$ cat src/rtl/stadsr_pkg.sv
package stadsr_pkg;

  localparam int PHASE_BITS       = 24;
  localparam int SINE_TABLE_DEPTH = 1024;
  localparam int SINE_ADDR_BITS   = $clog2(SINE_TABLE_DEPTH);
  localparam int SINE_QUARTER     = SINE_TABLE_DEPTH / 4;
  localparam int SINE_QBITS       = SINE_ADDR_BITS - 2;

  localparam int STEP_BITS     = 23;
  localparam int INDEX_BITS    = 14;
  localparam int LEN_BITS      = 12;
  localparam int LEVEL_BITS    = 16;
  localparam int SAMPLE_BITS   = 16;
  localparam int SINE_MAG_BITS = 15;
  localparam int MP_BITS       = LEVEL_BITS + LEN_BITS;
  localparam int SV_BITS       = SINE_MAG_BITS + LEVEL_BITS;
  localparam int PROD_BITS     = SV_BITS + LEVEL_BITS;
  localparam int PROD_SHIFT    = 29;
  localparam int MAG_BITS      = PROD_BITS - PROD_SHIFT;
  localparam int CNT_BITS      = $clog2(LEVEL_BITS);

  localparam logic [INDEX_BITS-1:0] INDEX_MAX    = '1;
  localparam logic [MAG_BITS-1:0]   SAMPLE_POS   = MAG_BITS'(32767);
  localparam logic [MAG_BITS-1:0]   SAMPLE_NEG   = MAG_BITS'(32768);
  localparam logic [SAMPLE_BITS-1:0] SAMPLE_TOP  = 16'h7FFF;
  localparam logic [SAMPLE_BITS-1:0] SAMPLE_BOT  = 16'h8000;

  localparam int NUM_REGS   = 7;
  localparam int PADDR_BITS = $clog2(NUM_REGS * 4);
  localparam int PDATA_BITS = 32;
  localparam int REG_BITS   = PADDR_BITS - 2;

  localparam logic [LEN_BITS-1:0]   ATTACK_RESET  = 12'd128;
  localparam logic [LEN_BITS-1:0]   DECAY_RESET   = 12'd128;
  localparam logic [LEN_BITS-1:0]   SUSTAIN_RESET = 12'd1408;
  localparam logic [LEN_BITS-1:0]   RELEASE_RESET = 12'd384;
  localparam logic [LEVEL_BITS-1:0] PEAK_RESET    = 16'd32768;
  localparam logic [LEVEL_BITS-1:0] HOLD_RESET    = 16'd16384;
  localparam logic [LEVEL_BITS-1:0] VOLUME_RESET  = 16'h0100;

  localparam logic [63:0] HALF_PI_Q30 = 64'd1686629713;
  localparam logic [63:0] ONE_Q30     = 64'd1 << 30;
  localparam logic [63:0] SINE_FULL   = 64'd32767;

  typedef struct packed {
    logic                 restart;
    logic [STEP_BITS-1:0] phase_inc;
  } in_item_t;

  typedef struct packed {
    logic signed [SAMPLE_BITS-1:0] left_sample;
    logic signed [SAMPLE_BITS-1:0] right_sample;
    logic                          envelope_done;
  } out_item_t;

  typedef struct packed {
    logic [LEN_BITS-1:0]   attack_length;
    logic [LEN_BITS-1:0]   decay_length;
    logic [LEN_BITS-1:0]   sustain_length;
    logic [LEN_BITS-1:0]   release_length;
    logic [LEVEL_BITS-1:0] peak_level;
    logic [LEVEL_BITS-1:0] hold_level;
    logic [LEVEL_BITS-1:0] volume;
  } cfg_t;

  typedef struct packed {
    logic                  ready;
    logic                  done;
    logic [LEVEL_BITS-1:0] level;
  } env_stat_t;

  typedef enum logic [REG_BITS-1:0] {
    REG_ATTACK  = 3'd0,
    REG_DECAY   = 3'd1,
    REG_SUSTAIN = 3'd2,
    REG_RELEASE = 3'd3,
    REG_PEAK    = 3'd4,
    REG_HOLD    = 3'd5,
    REG_VOLUME  = 3'd6
  } reg_idx_t;

  typedef enum logic [1:0] {
    SEG_ATTACK,
    SEG_DECAY,
    SEG_SUSTAIN,
    SEG_RELEASE
  } seg_t;

  typedef enum logic [2:0] {
    ST_IDLE,
    ST_LOOK,
    ST_START_ENV,
    ST_WAIT_ENV,
    ST_START_OUT,
    ST_WAIT_OUT
  } top_state_t;

  typedef enum logic [2:0] {
    E_IDLE,
    E_WALK,
    E_MUL,
    E_DIV,
    E_FIN
  } env_state_t;

  typedef enum logic {
    M_IDLE,
    M_RUN
  } mul_state_t;

  function automatic logic [SINE_MAG_BITS-1:0] sine_quarter(input logic [63:0] m);
    logic [63:0] r;
    logic [63:0] x;
    logic [63:0] x2;
    logic [63:0] term;
    logic [63:0] sum;
    logic [63:0] val;
    r    = m << (30 - SINE_QBITS);
    x    = (r * HALF_PI_Q30) >> 30;
    x2   = (x * x) >> 30;
    sum  = x;
    term = ((x * x2) >> 30) / 64'd6;
    sum  = sum - term;
    term = ((term * x2) >> 30) / 64'd20;
    sum  = sum + term;
    term = ((term * x2) >> 30) / 64'd42;
    sum  = sum - term;
    term = ((term * x2) >> 30) / 64'd72;
    sum  = sum + term;
    val  = (sum * SINE_FULL + (ONE_Q30 >> 1)) >> 30;
    if (val > SINE_FULL) begin
      val = SINE_FULL;
    end
    return val[SINE_MAG_BITS-1:0];
  endfunction

  typedef logic [SINE_MAG_BITS-1:0] sine_rom_t [SINE_QUARTER];

  function automatic sine_rom_t build_sine_rom();
    sine_rom_t rom;
    for (int m = 0; m < SINE_QUARTER; m++) begin
      rom[m] = sine_quarter(64'(m));
    end
    return rom;
  endfunction

  localparam sine_rom_t SINE_ROM = build_sine_rom();
  localparam logic [SINE_MAG_BITS-1:0] SINE_PEAK = sine_quarter(64'(SINE_QUARTER));

endpackage

$ cat src/rtl/sine_tone_with_adsr_envelope.sv
// A request goes through the sine lookup, then the envelope unit (a 12-step shift-add
// and a 16-step restoring divide, longest while the envelope ramps in release) and the
// 16-step serial multiplier, which applies the volume and then the envelope.
// One request is taken at a time; the output register frees the input side.
// Reset (rst, synchronous): phase and sample index to zero, registers to their defaults.
module sine_tone_with_adsr_envelope (
  input  logic                                clk,
  input  logic                                rst,
  input  logic                                in_valid,
  output logic                                in_ready,
  input  stadsr_pkg::in_item_t                in_data,
  output logic                                out_valid,
  input  logic                                out_ready,
  output stadsr_pkg::out_item_t               out_data,
  input  logic                                psel,
  input  logic                                penable,
  input  logic                                pwrite,
  input  logic [stadsr_pkg::PADDR_BITS-1:0]   paddr,
  input  logic [stadsr_pkg::PDATA_BITS-1:0]   pwdata,
  output logic [stadsr_pkg::PDATA_BITS-1:0]   prdata,
  output logic                                pready
);
  import stadsr_pkg::*;

  top_state_t              state;
  top_state_t              state_next;
  cfg_t                    cfg;
  logic [PHASE_BITS-1:0]   phase;
  logic [INDEX_BITS-1:0]   index;
  logic [SINE_ADDR_BITS-1:0] rom_k;
  logic [INDEX_BITS-1:0]   idx_work;
  logic [SINE_MAG_BITS-1:0] sine_mag;
  logic                    sine_neg;

  logic                    in_accept;
  logic                    cfg_write;
  logic [REG_BITS-1:0]     reg_sel;
  logic [PHASE_BITS-1:0]   phase_base;
  logic [PHASE_BITS-1:0]   phase_next;
  logic [INDEX_BITS-1:0]   index_base;
  logic [INDEX_BITS-1:0]   index_next;
  logic [SINE_QBITS-1:0]   rom_j;
  logic [SINE_QBITS-1:0]   rom_jm;
  logic [SINE_MAG_BITS-1:0] sine_lookup;

  logic                    env_start;
  logic                    mul_start;
  logic [SV_BITS-1:0]      mul_a;
  logic [LEVEL_BITS-1:0]   mul_b;
  logic                    out_load;
  env_stat_t               env_stat;
  logic                    mul_ready;
  logic [PROD_BITS-1:0]    product;
  logic [MAG_BITS-1:0]     mag;
  logic [MAG_BITS-1:0]     mag_neg;
  logic [SAMPLE_BITS-1:0]  sample;

  stadsr_env u_env (
    .clk   (clk),
    .rst   (rst),
    .start (env_start),
    .index (idx_work),
    .cfg   (cfg),
    .stat  (env_stat)
  );

  stadsr_smul u_smul (
    .clk     (clk),
    .rst     (rst),
    .start   (mul_start),
    .a       (mul_a),
    .b       (mul_b),
    .ready   (mul_ready),
    .product (product)
  );

  assign pready    = 1'b1;
  assign cfg_write = psel && penable && pwrite && pready;
  assign reg_sel   = paddr[PADDR_BITS-1:2];

  always_ff @(posedge clk) begin
    if (rst) begin
      cfg.attack_length  <= ATTACK_RESET;
      cfg.decay_length   <= DECAY_RESET;
      cfg.sustain_length <= SUSTAIN_RESET;
      cfg.release_length <= RELEASE_RESET;
      cfg.peak_level     <= PEAK_RESET;
      cfg.hold_level     <= HOLD_RESET;
      cfg.volume         <= VOLUME_RESET;
    end else if (cfg_write) begin
      unique case (reg_sel)
        REG_ATTACK:  cfg.attack_length  <= pwdata[LEN_BITS-1:0];
        REG_DECAY:   cfg.decay_length   <= pwdata[LEN_BITS-1:0];
        REG_SUSTAIN: cfg.sustain_length <= pwdata[LEN_BITS-1:0];
        REG_RELEASE: cfg.release_length <= pwdata[LEN_BITS-1:0];
        REG_PEAK:    cfg.peak_level     <= pwdata[LEVEL_BITS-1:0];
        REG_HOLD:    cfg.hold_level     <= pwdata[LEVEL_BITS-1:0];
        REG_VOLUME:  cfg.volume         <= pwdata[LEVEL_BITS-1:0];
        default: begin
        end
      endcase
    end
  end

  always_comb begin
    unique case (reg_sel)
      REG_ATTACK:  prdata = PDATA_BITS'(cfg.attack_length);
      REG_DECAY:   prdata = PDATA_BITS'(cfg.decay_length);
      REG_SUSTAIN: prdata = PDATA_BITS'(cfg.sustain_length);
      REG_RELEASE: prdata = PDATA_BITS'(cfg.release_length);
      REG_PEAK:    prdata = PDATA_BITS'(cfg.peak_level);
      REG_HOLD:    prdata = PDATA_BITS'(cfg.hold_level);
      REG_VOLUME:  prdata = PDATA_BITS'(cfg.volume);
      default:     prdata = '0;
    endcase
  end

  assign in_accept  = in_valid && in_ready;
  assign phase_base = in_data.restart ? '0 : phase;
  assign index_base = in_data.restart ? '0 : index;
  assign phase_next = phase_base + PHASE_BITS'(in_data.phase_inc);
  assign index_next = (index_base < INDEX_MAX) ? index_base + 1'b1 : index_base;

  assign rom_j  = rom_k[SINE_QBITS-1:0];
  assign rom_jm = SINE_QBITS'(0) - rom_j;

  always_comb begin
    if (!rom_k[SINE_QBITS]) begin
      sine_lookup = SINE_ROM[rom_j];
    end else if (rom_j == '0) begin
      sine_lookup = SINE_PEAK;
    end else begin
      sine_lookup = SINE_ROM[rom_jm];
    end
  end

  always_comb begin
    state_next = state;
    unique case (state)
      ST_IDLE: begin
        if (in_accept) begin
          state_next = ST_LOOK;
        end
      end
      ST_LOOK:      state_next = ST_START_ENV;
      ST_START_ENV: state_next = ST_WAIT_ENV;
      ST_WAIT_ENV: begin
        if (env_stat.ready && mul_ready) begin
          state_next = ST_START_OUT;
        end
      end
      ST_START_OUT: state_next = ST_WAIT_OUT;
      ST_WAIT_OUT: begin
        if (out_load) begin
          state_next = ST_IDLE;
        end
      end
      default: state_next = ST_IDLE;
    endcase
  end

  always_comb begin
    in_ready  = (state == ST_IDLE);
    env_start = (state == ST_START_ENV);
    mul_start = (state == ST_START_ENV) || (state == ST_START_OUT);
    mul_a     = (state == ST_START_ENV) ? SV_BITS'(sine_mag) : product[SV_BITS-1:0];
    mul_b     = (state == ST_START_ENV) ? cfg.volume : env_stat.level;
    out_load  = (state == ST_WAIT_OUT) && mul_ready && (!out_valid || out_ready);
  end

  assign mag     = product[PROD_BITS-1:PROD_SHIFT];
  assign mag_neg = MAG_BITS'(0) - mag;

  always_comb begin
    if (sine_neg) begin
      sample = (mag > SAMPLE_NEG) ? SAMPLE_BOT : mag_neg[SAMPLE_BITS-1:0];
    end else begin
      sample = (mag > SAMPLE_POS) ? SAMPLE_TOP : mag[SAMPLE_BITS-1:0];
    end
  end

  always_ff @(posedge clk) begin
    if (rst) begin
      state     <= ST_IDLE;
      phase     <= '0;
      index     <= '0;
      out_valid <= 1'b0;
    end else begin
      state <= state_next;
      if (in_accept) begin
        phase <= phase_next;
        index <= index_next;
      end
      if (out_load) begin
        out_valid <= 1'b1;
      end else if (out_ready) begin
        out_valid <= 1'b0;
      end
    end
  end

  always_ff @(posedge clk) begin
    if (in_accept) begin
      rom_k    <= phase_base[PHASE_BITS-1 -: SINE_ADDR_BITS];
      idx_work <= index_base;
    end
    if (state == ST_LOOK) begin
      sine_mag <= sine_lookup;
      sine_neg <= rom_k[SINE_ADDR_BITS-1];
    end
    if (out_load) begin
      out_data.left_sample   <= sample;
      out_data.right_sample  <= sample;
      out_data.envelope_done <= env_stat.done;
    end
  end

endmodule

$ cat src/rtl/stadsr_env.sv
module stadsr_env (
  input  logic                            clk,
  input  logic                            rst,
  input  logic                            start,
  input  logic [stadsr_pkg::INDEX_BITS-1:0] index,
  input  stadsr_pkg::cfg_t                cfg,
  output stadsr_pkg::env_stat_t           stat
);
  import stadsr_pkg::*;

  env_state_t            state;
  env_state_t            state_next;
  seg_t                  walk;
  logic [CNT_BITS-1:0]   cnt;
  logic [INDEX_BITS-1:0] rel;
  logic [MP_BITS-1:0]    mp;
  logic [LEVEL_BITS-1:0] mult;
  logic [LEVEL_BITS-1:0] base;
  logic [LEVEL_BITS-1:0] level;
  logic [LEN_BITS-1:0]   den;
  logic                  sub;
  logic                  done_flag;

  logic [LEN_BITS-1:0]   len;
  logic                  hit;
  logic [LEVEL_BITS:0]   diff;
  logic [LEVEL_BITS-1:0] diff_mag;
  logic [LEVEL_BITS:0]   msum;
  logic [LEN_BITS:0]     trial;
  logic [LEN_BITS:0]     trial_sub;
  logic                  take;

  always_comb begin
    case (walk)
      SEG_ATTACK:  len = cfg.attack_length;
      SEG_DECAY:   len = cfg.decay_length;
      SEG_SUSTAIN: len = cfg.sustain_length;
      default:     len = cfg.release_length;
    endcase
  end

  assign hit       = rel < INDEX_BITS'(len);
  assign diff      = {1'b0, cfg.peak_level} - {1'b0, cfg.hold_level};
  assign diff_mag  = diff[LEVEL_BITS] ? (LEVEL_BITS'(0) - diff[LEVEL_BITS-1:0])
                                      : diff[LEVEL_BITS-1:0];
  assign msum      = {1'b0, mp[MP_BITS-1:LEN_BITS]} + (mp[0] ? {1'b0, mult} : '0);
  assign trial     = {mp[MP_BITS-1:LEVEL_BITS], mp[LEVEL_BITS-1]};
  assign take      = trial >= {1'b0, den};
  assign trial_sub = take ? (trial - {1'b0, den}) : trial;

  always_comb begin
    state_next = state;
    unique case (state)
      E_IDLE: begin
        if (start) begin
          state_next = E_WALK;
        end
      end
      E_WALK: begin
        if (hit) begin
          state_next = (walk == SEG_SUSTAIN) ? E_FIN : E_MUL;
        end else if (walk == SEG_RELEASE) begin
          state_next = E_FIN;
        end
      end
      E_MUL: begin
        if (cnt == CNT_BITS'(LEN_BITS - 1)) begin
          state_next = E_DIV;
        end
      end
      E_DIV: begin
        if (cnt == CNT_BITS'(LEVEL_BITS - 1)) begin
          state_next = E_FIN;
        end
      end
      E_FIN: begin
        state_next = E_IDLE;
      end
      default: state_next = E_IDLE;
    endcase
  end

  always_comb begin
    stat.ready = (state == E_IDLE);
    stat.done  = done_flag;
    stat.level = level;
  end

  always_ff @(posedge clk) begin
    if (rst) begin
      state <= E_IDLE;
    end else begin
      state <= state_next;
    end
  end

  always_ff @(posedge clk) begin
    case (state)
      E_IDLE: begin
        if (start) begin
          rel       <= index;
          walk      <= SEG_ATTACK;
          done_flag <= 1'b0;
        end
      end
      E_WALK: begin
        walk      <= seg_t'(walk + 2'd1);
        cnt       <= '0;
        done_flag <= (walk == SEG_RELEASE) && !hit;
        if (!hit) begin
          rel  <= rel - INDEX_BITS'(len);
          mp   <= '0;
          base <= '0;
          sub  <= 1'b0;
        end else begin
          case (walk)
            SEG_ATTACK: begin
              mult <= cfg.peak_level;
              den  <= cfg.attack_length;
              mp   <= MP_BITS'(rel[LEN_BITS-1:0]);
              base <= '0;
              sub  <= 1'b0;
            end
            SEG_DECAY: begin
              mult <= diff_mag;
              den  <= cfg.decay_length;
              mp   <= MP_BITS'(cfg.decay_length - rel[LEN_BITS-1:0]);
              base <= cfg.hold_level;
              sub  <= diff[LEVEL_BITS];
            end
            SEG_SUSTAIN: begin
              mp   <= '0;
              base <= cfg.hold_level;
              sub  <= 1'b0;
            end
            default: begin
              mult <= cfg.hold_level;
              den  <= cfg.release_length;
              mp   <= MP_BITS'(cfg.release_length - rel[LEN_BITS-1:0]);
              base <= '0;
              sub  <= 1'b0;
            end
          endcase
        end
      end
      E_MUL: begin
        mp  <= {msum, mp[LEN_BITS-1:1]};
        cnt <= (cnt == CNT_BITS'(LEN_BITS - 1)) ? '0 : cnt + 1'b1;
      end
      E_DIV: begin
        mp  <= {trial_sub[LEN_BITS-1:0], mp[LEVEL_BITS-2:0], take};
        cnt <= cnt + 1'b1;
      end
      E_FIN: begin
        level <= sub ? (base - mp[LEVEL_BITS-1:0]) : (base + mp[LEVEL_BITS-1:0]);
      end
      default: begin
      end
    endcase
  end

endmodule

$ cat src/rtl/stadsr_smul.sv
module stadsr_smul (
  input  logic                              clk,
  input  logic                              rst,
  input  logic                              start,
  input  logic [stadsr_pkg::SV_BITS-1:0]    a,
  input  logic [stadsr_pkg::LEVEL_BITS-1:0] b,
  output logic                              ready,
  output logic [stadsr_pkg::PROD_BITS-1:0]  product
);
  import stadsr_pkg::*;

  mul_state_t          state;
  mul_state_t          state_next;
  logic [CNT_BITS-1:0] cnt;
  logic [SV_BITS-1:0]  a_reg;
  logic [PROD_BITS-1:0] p;
  logic [SV_BITS:0]    psum;

  assign psum = {1'b0, p[PROD_BITS-1:LEVEL_BITS]} + (p[0] ? {1'b0, a_reg} : '0);

  always_comb begin
    state_next = state;
    unique case (state)
      M_IDLE: begin
        if (start) begin
          state_next = M_RUN;
        end
      end
      M_RUN: begin
        if (cnt == CNT_BITS'(LEVEL_BITS - 1)) begin
          state_next = M_IDLE;
        end
      end
      default: state_next = M_IDLE;
    endcase
  end

  always_comb begin
    ready   = (state == M_IDLE);
    product = p;
  end

  always_ff @(posedge clk) begin
    if (rst) begin
      state <= M_IDLE;
    end else begin
      state <= state_next;
    end
  end

  always_ff @(posedge clk) begin
    if (state == M_IDLE) begin
      if (start) begin
        a_reg <= a;
        p     <= PROD_BITS'(b);
        cnt   <= '0;
      end
    end else begin
      p   <= {psum, p[LEVEL_BITS-1:1]};
      cnt <= cnt + 1'b1;
    end
  end

endmodule

$ cat config.mk
export PLATFORM = sky130hd
export DESIGN_NAME = sine_tone_with_adsr_envelope
export DESIGN_NICKNAME = d
export VERILOG_FILES = /design/src/rtl/stadsr_pkg.sv /design/src/rtl/sine_tone_with_adsr_envelope.sv /design/src/rtl/stadsr_env.sv /design/src/rtl/stadsr_smul.sv
export SDC_FILE = /design/constraint.sdc
export NUM_CORES = 2
export LEC_CHECK = 0
export ABC_AREA = 1
export BUFFER_PORTS_ARGS = -buffer_cell sky130_fd_sc_hd__buf_4
export CAP_MARGIN = 20
export CORE_MARGIN = 2
export CORE_UTILIZATION = 30
export CTS_CLUSTER_SIZE = 24
export DETAILED_ROUTE_END_ITERATION = 7
export GPL_TIMING_DRIVEN = 0
export PLACE_DENSITY = 0.52
export SLEW_MARGIN = 0
export SYNTH_ARGS = -nofsm -noshare
export SYNTH_HDL_FRONTEND = slang
export SYNTH_SLANG_ARGS = --single-unit
export TNS_END_PERCENT = 1
$ cat constraint.sdc
create_clock -name clk -period 7.4 [get_ports clk]
set_input_delay 1.85 -clock clk [delete_from_list [all_inputs] [get_ports clk]]
set_output_delay 1.85 -clock clk [all_outputs]
set_load 0.005 [all_outputs]
==> tab_implementation.tex <==
\begin{tabular}{lr}
\hline
Metric & Value \\
\hline
\multicolumn{2}{l}{\textbf{Status}} \\
\quad Result of the run & finished, violations left \\
\quad Violations in the final reports & design-rule violations \\
\multicolumn{2}{l}{\textbf{Yosys}} \\
\quad Synthesized netlist cell count & 4743 \\
\quad Register area share after synthesis & 32.0\% \\
\quad Number of enable-type register cells in the synthesized netlist & 249 \\
\quad Library cell occupying the most area in the post-synthesis netlist & edfxtp\_1 \\
\quad Share of the synthesized netlist area taken by xor and xnor gates & 1.95\% \\
\quad Yosys Warn Count & 0 \\
\quad Adder-cell share of the synthesized area & 8.10\% \\
\quad Average footprint of a synthesized cell & 6.80 sq um \\
\quad Synth Area in Simple Gates & 25.8\% \\
\quad Leading cell types by total area after synthesis & edfxtp\_1, nand2\_1, dfxtp\_1 \\
\quad Leading register cell type out of synthesis & edfxtp\_1 \\
\quad Fraction of registers with async set or reset after synthesis & 0\% \\
\quad Distinct cell type count of the synthesized netlist & 65 \\
\quad Post-synthesis sequential element count & 391 \\
\quad Top-area cell type share of the netlist area & 23.2\% \\
\quad Fraction of the mapped netlist area in compound gates & 21.7\% \\
\quad Share of synthesized area spent on multiplexers & 0\% \\
\quad Mapped cell area & 0.0322 sq mm \\
\quad Dominant combinational cell family by area after synthesis & simple AND/OR/NAND/NOR gates \\
\multicolumn{2}{l}{\textbf{Place}} \\
\quad Number of buffers added on ports & 98 \\
\quad Pre-CTS setup slack & 1.81 ns \\
\quad Cell Count Post-Placement & 6266 \\
\quad Hpwl dp & 121 mm \\
\quad RD Place Congestion & 1.02 \\
\multicolumn{2}{l}{\textbf{Pwr}} \\
\quad IR Drop Worst-Case VDD & 0.185 mV \\
\quad Static Leakage & 0.0163 uW \\
\quad Total power divided by cell area & 420 mW/mm\^{}2 \\
\quad Post-layout total power & 15300 uW \\
\multicolumn{2}{l}{\textbf{Worst setup path}} \\
\quad Count of buffering cells on the critical path with inverters included & 4 \\
\quad Required time of the worst setup path & 7.74 ns \\
\quad Kind of launch point of the worst setup path & register \\
\quad Worst-path maximum fanout & 17 \\
\quad Dominant cell type by count on the critical path & ha\_1 \\
\quad Standard cell with the maximum stage delay on the critical path & edfxtp\_1 \\
\quad Worst r2r path cells & 15 \\
\quad CP Capture Type & register \\
\quad Cell family with most CP delay & buffers and inverters \\
\quad Worst reg2reg path endpoint & sine\_mag[7]\$\_DFFE\_PP\_ \\
\quad Origin of the critical flop-to-flop path & rom\_k[0]\$\_DFFE\_PP\_ \\
\quad Critical path start-end classification & register to register \\
\quad Register-to-register path setup slack & 1.51 ns \\
\quad Max stage delay on crit path & 1.10 ns \\
\quad Series of cell instances along the critical path & inv\_2, ha\_1, inv\_1, ha\_1, inv\_1, buf\_2, ha\_1, o21ai\_1, a31oi\_1, o21ai\_1, nand2\_1, nand2\_1, nand3\_1, nor2\_1, nor2\_1 \\
\quad Worst EP arrival & 6.24 ns \\
\multicolumn{2}{l}{\textbf{Floorplan}} \\
\quad Initial Utilization & 30.2\% \\
\quad Number of top-level pins & 136 \\
\quad Width of the die & 332 um \\
\quad Core area & 0.107 sq mm \\
\quad Die outline height & 332 um \\
\quad \# rows & 120 \\
\quad Die ar. & 0.110 sq mm \\
\multicolumn{2}{l}{\textbf{Detailed routing}} \\
\quad DRC viols & 1 \\
\quad Total routed wirelength & 156 mm \\
\quad Count of antenna-violating nets left after detailed routing & 0 \\
\quad Via density & 5.50 \\
\quad Total number of vias & 34961 \\
\quad First-pass iteration count of the detailed router & 8 \\
\quad DRT iter0 DRCs & 3994 \\
\quad Wire length per cell & 24.6 um \\
\multicolumn{2}{l}{\textbf{CTS}} \\
\quad TritonCTS clock tree & yes \\
\quad Hold-fix buffer count after cts & 0 \\
\quad Buffer type at the clock tree root & clkbuf\_16 \\
\quad CTS resizes & 0 \\
\quad \# clock sinks & 391 \\
\quad Worst skew pair latency & 0.62 ns \\
\quad Number of CTS-inserted buffers & 47 \\
\quad Worst-path clk slew & 0.06 ns \\
\quad Number of setup buffers added after CTS & 0 \\
\quad Htree depth & 2 \\
\quad Longest Clk Path Bufs & 3 \\
\multicolumn{2}{l}{\textbf{Timing}} \\
\quad Max\_slew headroom & 23.4\% \\
\quad Ratio of final minimum period to clock period & 79.7\% \\
\quad Fin. Hold Viols & 0 \\
\quad Final Setup Violations & 0 \\
\quad Setup TNS after final layout & 0 ns \\
\quad RSZ-0062 raised after global routing & false \\
\quad Maximum operating frequency & 170 MHz \\
\quad Least-Margin Pin Slew & 1.15 ns \\
\quad Final critical delay including setup and external delays & 5.89 ns \\
\quad Setup ws final & 1.51 ns \\
\quad Worst hold slack after final layout & 0.462 ns \\
\quad Max Clock Skew & 0.0323 ns \\
\quad Max-slew violation count & 0 \\
\multicolumn{2}{l}{\textbf{Cells and area}} \\
\quad Area of all sequential standard cells & 0.0103 sq mm \\
\quad ANT cells & 0 \\
\quad Leading cell type in the layout, fill and taps excluded & nand2\_1 \\
\quad Total number of nets in the final design & 5184 \\
\quad Footprint of the multi-input gates & 0.0187 sq mm \\
\quad Leading cell types in the layout, fill and taps excluded & nand2\_1, inv\_1, nor2\_1 \\
\quad Finished Layout Cells & 6353 \\
\quad Fraction of layout cells with a size suffix above 1 & 6.87\% \\
\quad FILL cells & 11871 \\
\quad Layout overhead on the synthesized area & 13.2\% \\
\quad Max FFs per register & 96 \\
\multicolumn{2}{l}{\textbf{Hold path}} \\
\quad Hold WC Path Type & register to register \\
\quad Min-Delay Endpoint & phase[0]\$\_SDFFE\_PP0P\_ \\
\quad Min-delay src & phase[0]\$\_SDFFE\_PP0P\_ \\
\quad Hold-critical path depth & 2 \\
\multicolumn{2}{l}{\textbf{Global route}} \\
\quad Vias in the first global route & 33238 \\
\quad First-pass GRT wire length & 225 mm \\
\quad Global router's overall resource usage & 27.3\% \\
\quad Pin count of the biggest net entering global routing & 35 \\
\quad Aggregate global routing overflow & 0 \\
\quad Antenna violations before repair & 3 \\
\multicolumn{2}{l}{\textbf{Run}} \\
\quad Number of max-capacitance violations reported & 0 \\
\hline
\end{tabular}
metal layers:
layer / global-route usage [%] / wire length (um) / up-vias
met3: 5.18 / 13200 / 381
met1: 36.9 / 68300 / 16472
met2: 42.4 / 67500 / 1721
met4: 11.6 / 7330 / 4
met5: 0 / 24 / -
li1: - / - / 16383
worst max path at each step:
stage / startpoint / end / slack [ns] / cells after the start
global placement: paddr[2] / prdata[7] / 1.78 / 9
floorplan: paddr[2] / prdata[9] / 2.78 / 7
global route: rom_k[0]$_DFFE_PP_ / sine_mag[7]$_DFFE_PP_ / 1.51 / 15
detailed placement: paddr[2] / prdata[7] / 1.81 / 9
finish: rom_k[0]$_DFFE_PP_ / sine_mag[7]$_DFFE_PP_ / 1.51 / 15
CTS: paddr[2] / prdata[7] / 1.79 / 9
worst min-delay path, cell delays in order (launching register included):
cell and delay [ns]:
dfxtp_1 0.30, inv_1 0.06, a21oi_1 0.06
stage by stage:
step	instance area, sq um	utilization [%]
6_report	36500	34.2
5_1_grt	36500	34.2
4_1_cts	36500	34.2
3_5_place_dp	34900	32.7
3_3_place_gp	34800	32.5
2_1_floorplan	32300	-
cells in the mapped netlist, types with 47 or more instances:
cell / number
nand2_1: 1074
buf_2: 53
xor2_1: 48
inv_1: 571
dfxtp_1: 142
a31oi_1: 47
nor2_1: 503
edfxtp_1: 249
clkbuf_1: 117
o211ai_1: 83
nand3_1: 302
ha_1: 196
a21oi_1: 370
o21ai_0: 482
power by group:
group / switching (uW) / leakage (uW) / internal (uW)
registers: 395 / 0.00350 / 3140
logic: 6820 / 0.0120 / 2560
clock network: 1000 / 0.000764 / 1400
total: 8220 / 0.0163 / 7100
layout make-up:
type	instances	area share [%]
Clock inverter	22	0.651
Sequential cell	391	28.3
Inverter	595	6.12
Multi-Input combinational cell	3539	51.1
Tap cell	1403	4.81
Timing Repair Buffer	105	2.31
Buffer	233	3.05
Clock buffer	65	3.72
kinds of logic (layout without fill, tap and decap cells):
| group | Yosys count | count (layout) |
|---|---|---|
| simple gates | 2020 | 2020 |
| fa+ha+maj | 204 | 204 |
| flops | 391 | 391 |
| compound gates | 1227 | 1227 |
| xor+xnor | 71 | 71 |
| buf+inv | 828 | 1020 |
| other cells | 2 | 17 |
(Power assumes the default switching activity.)
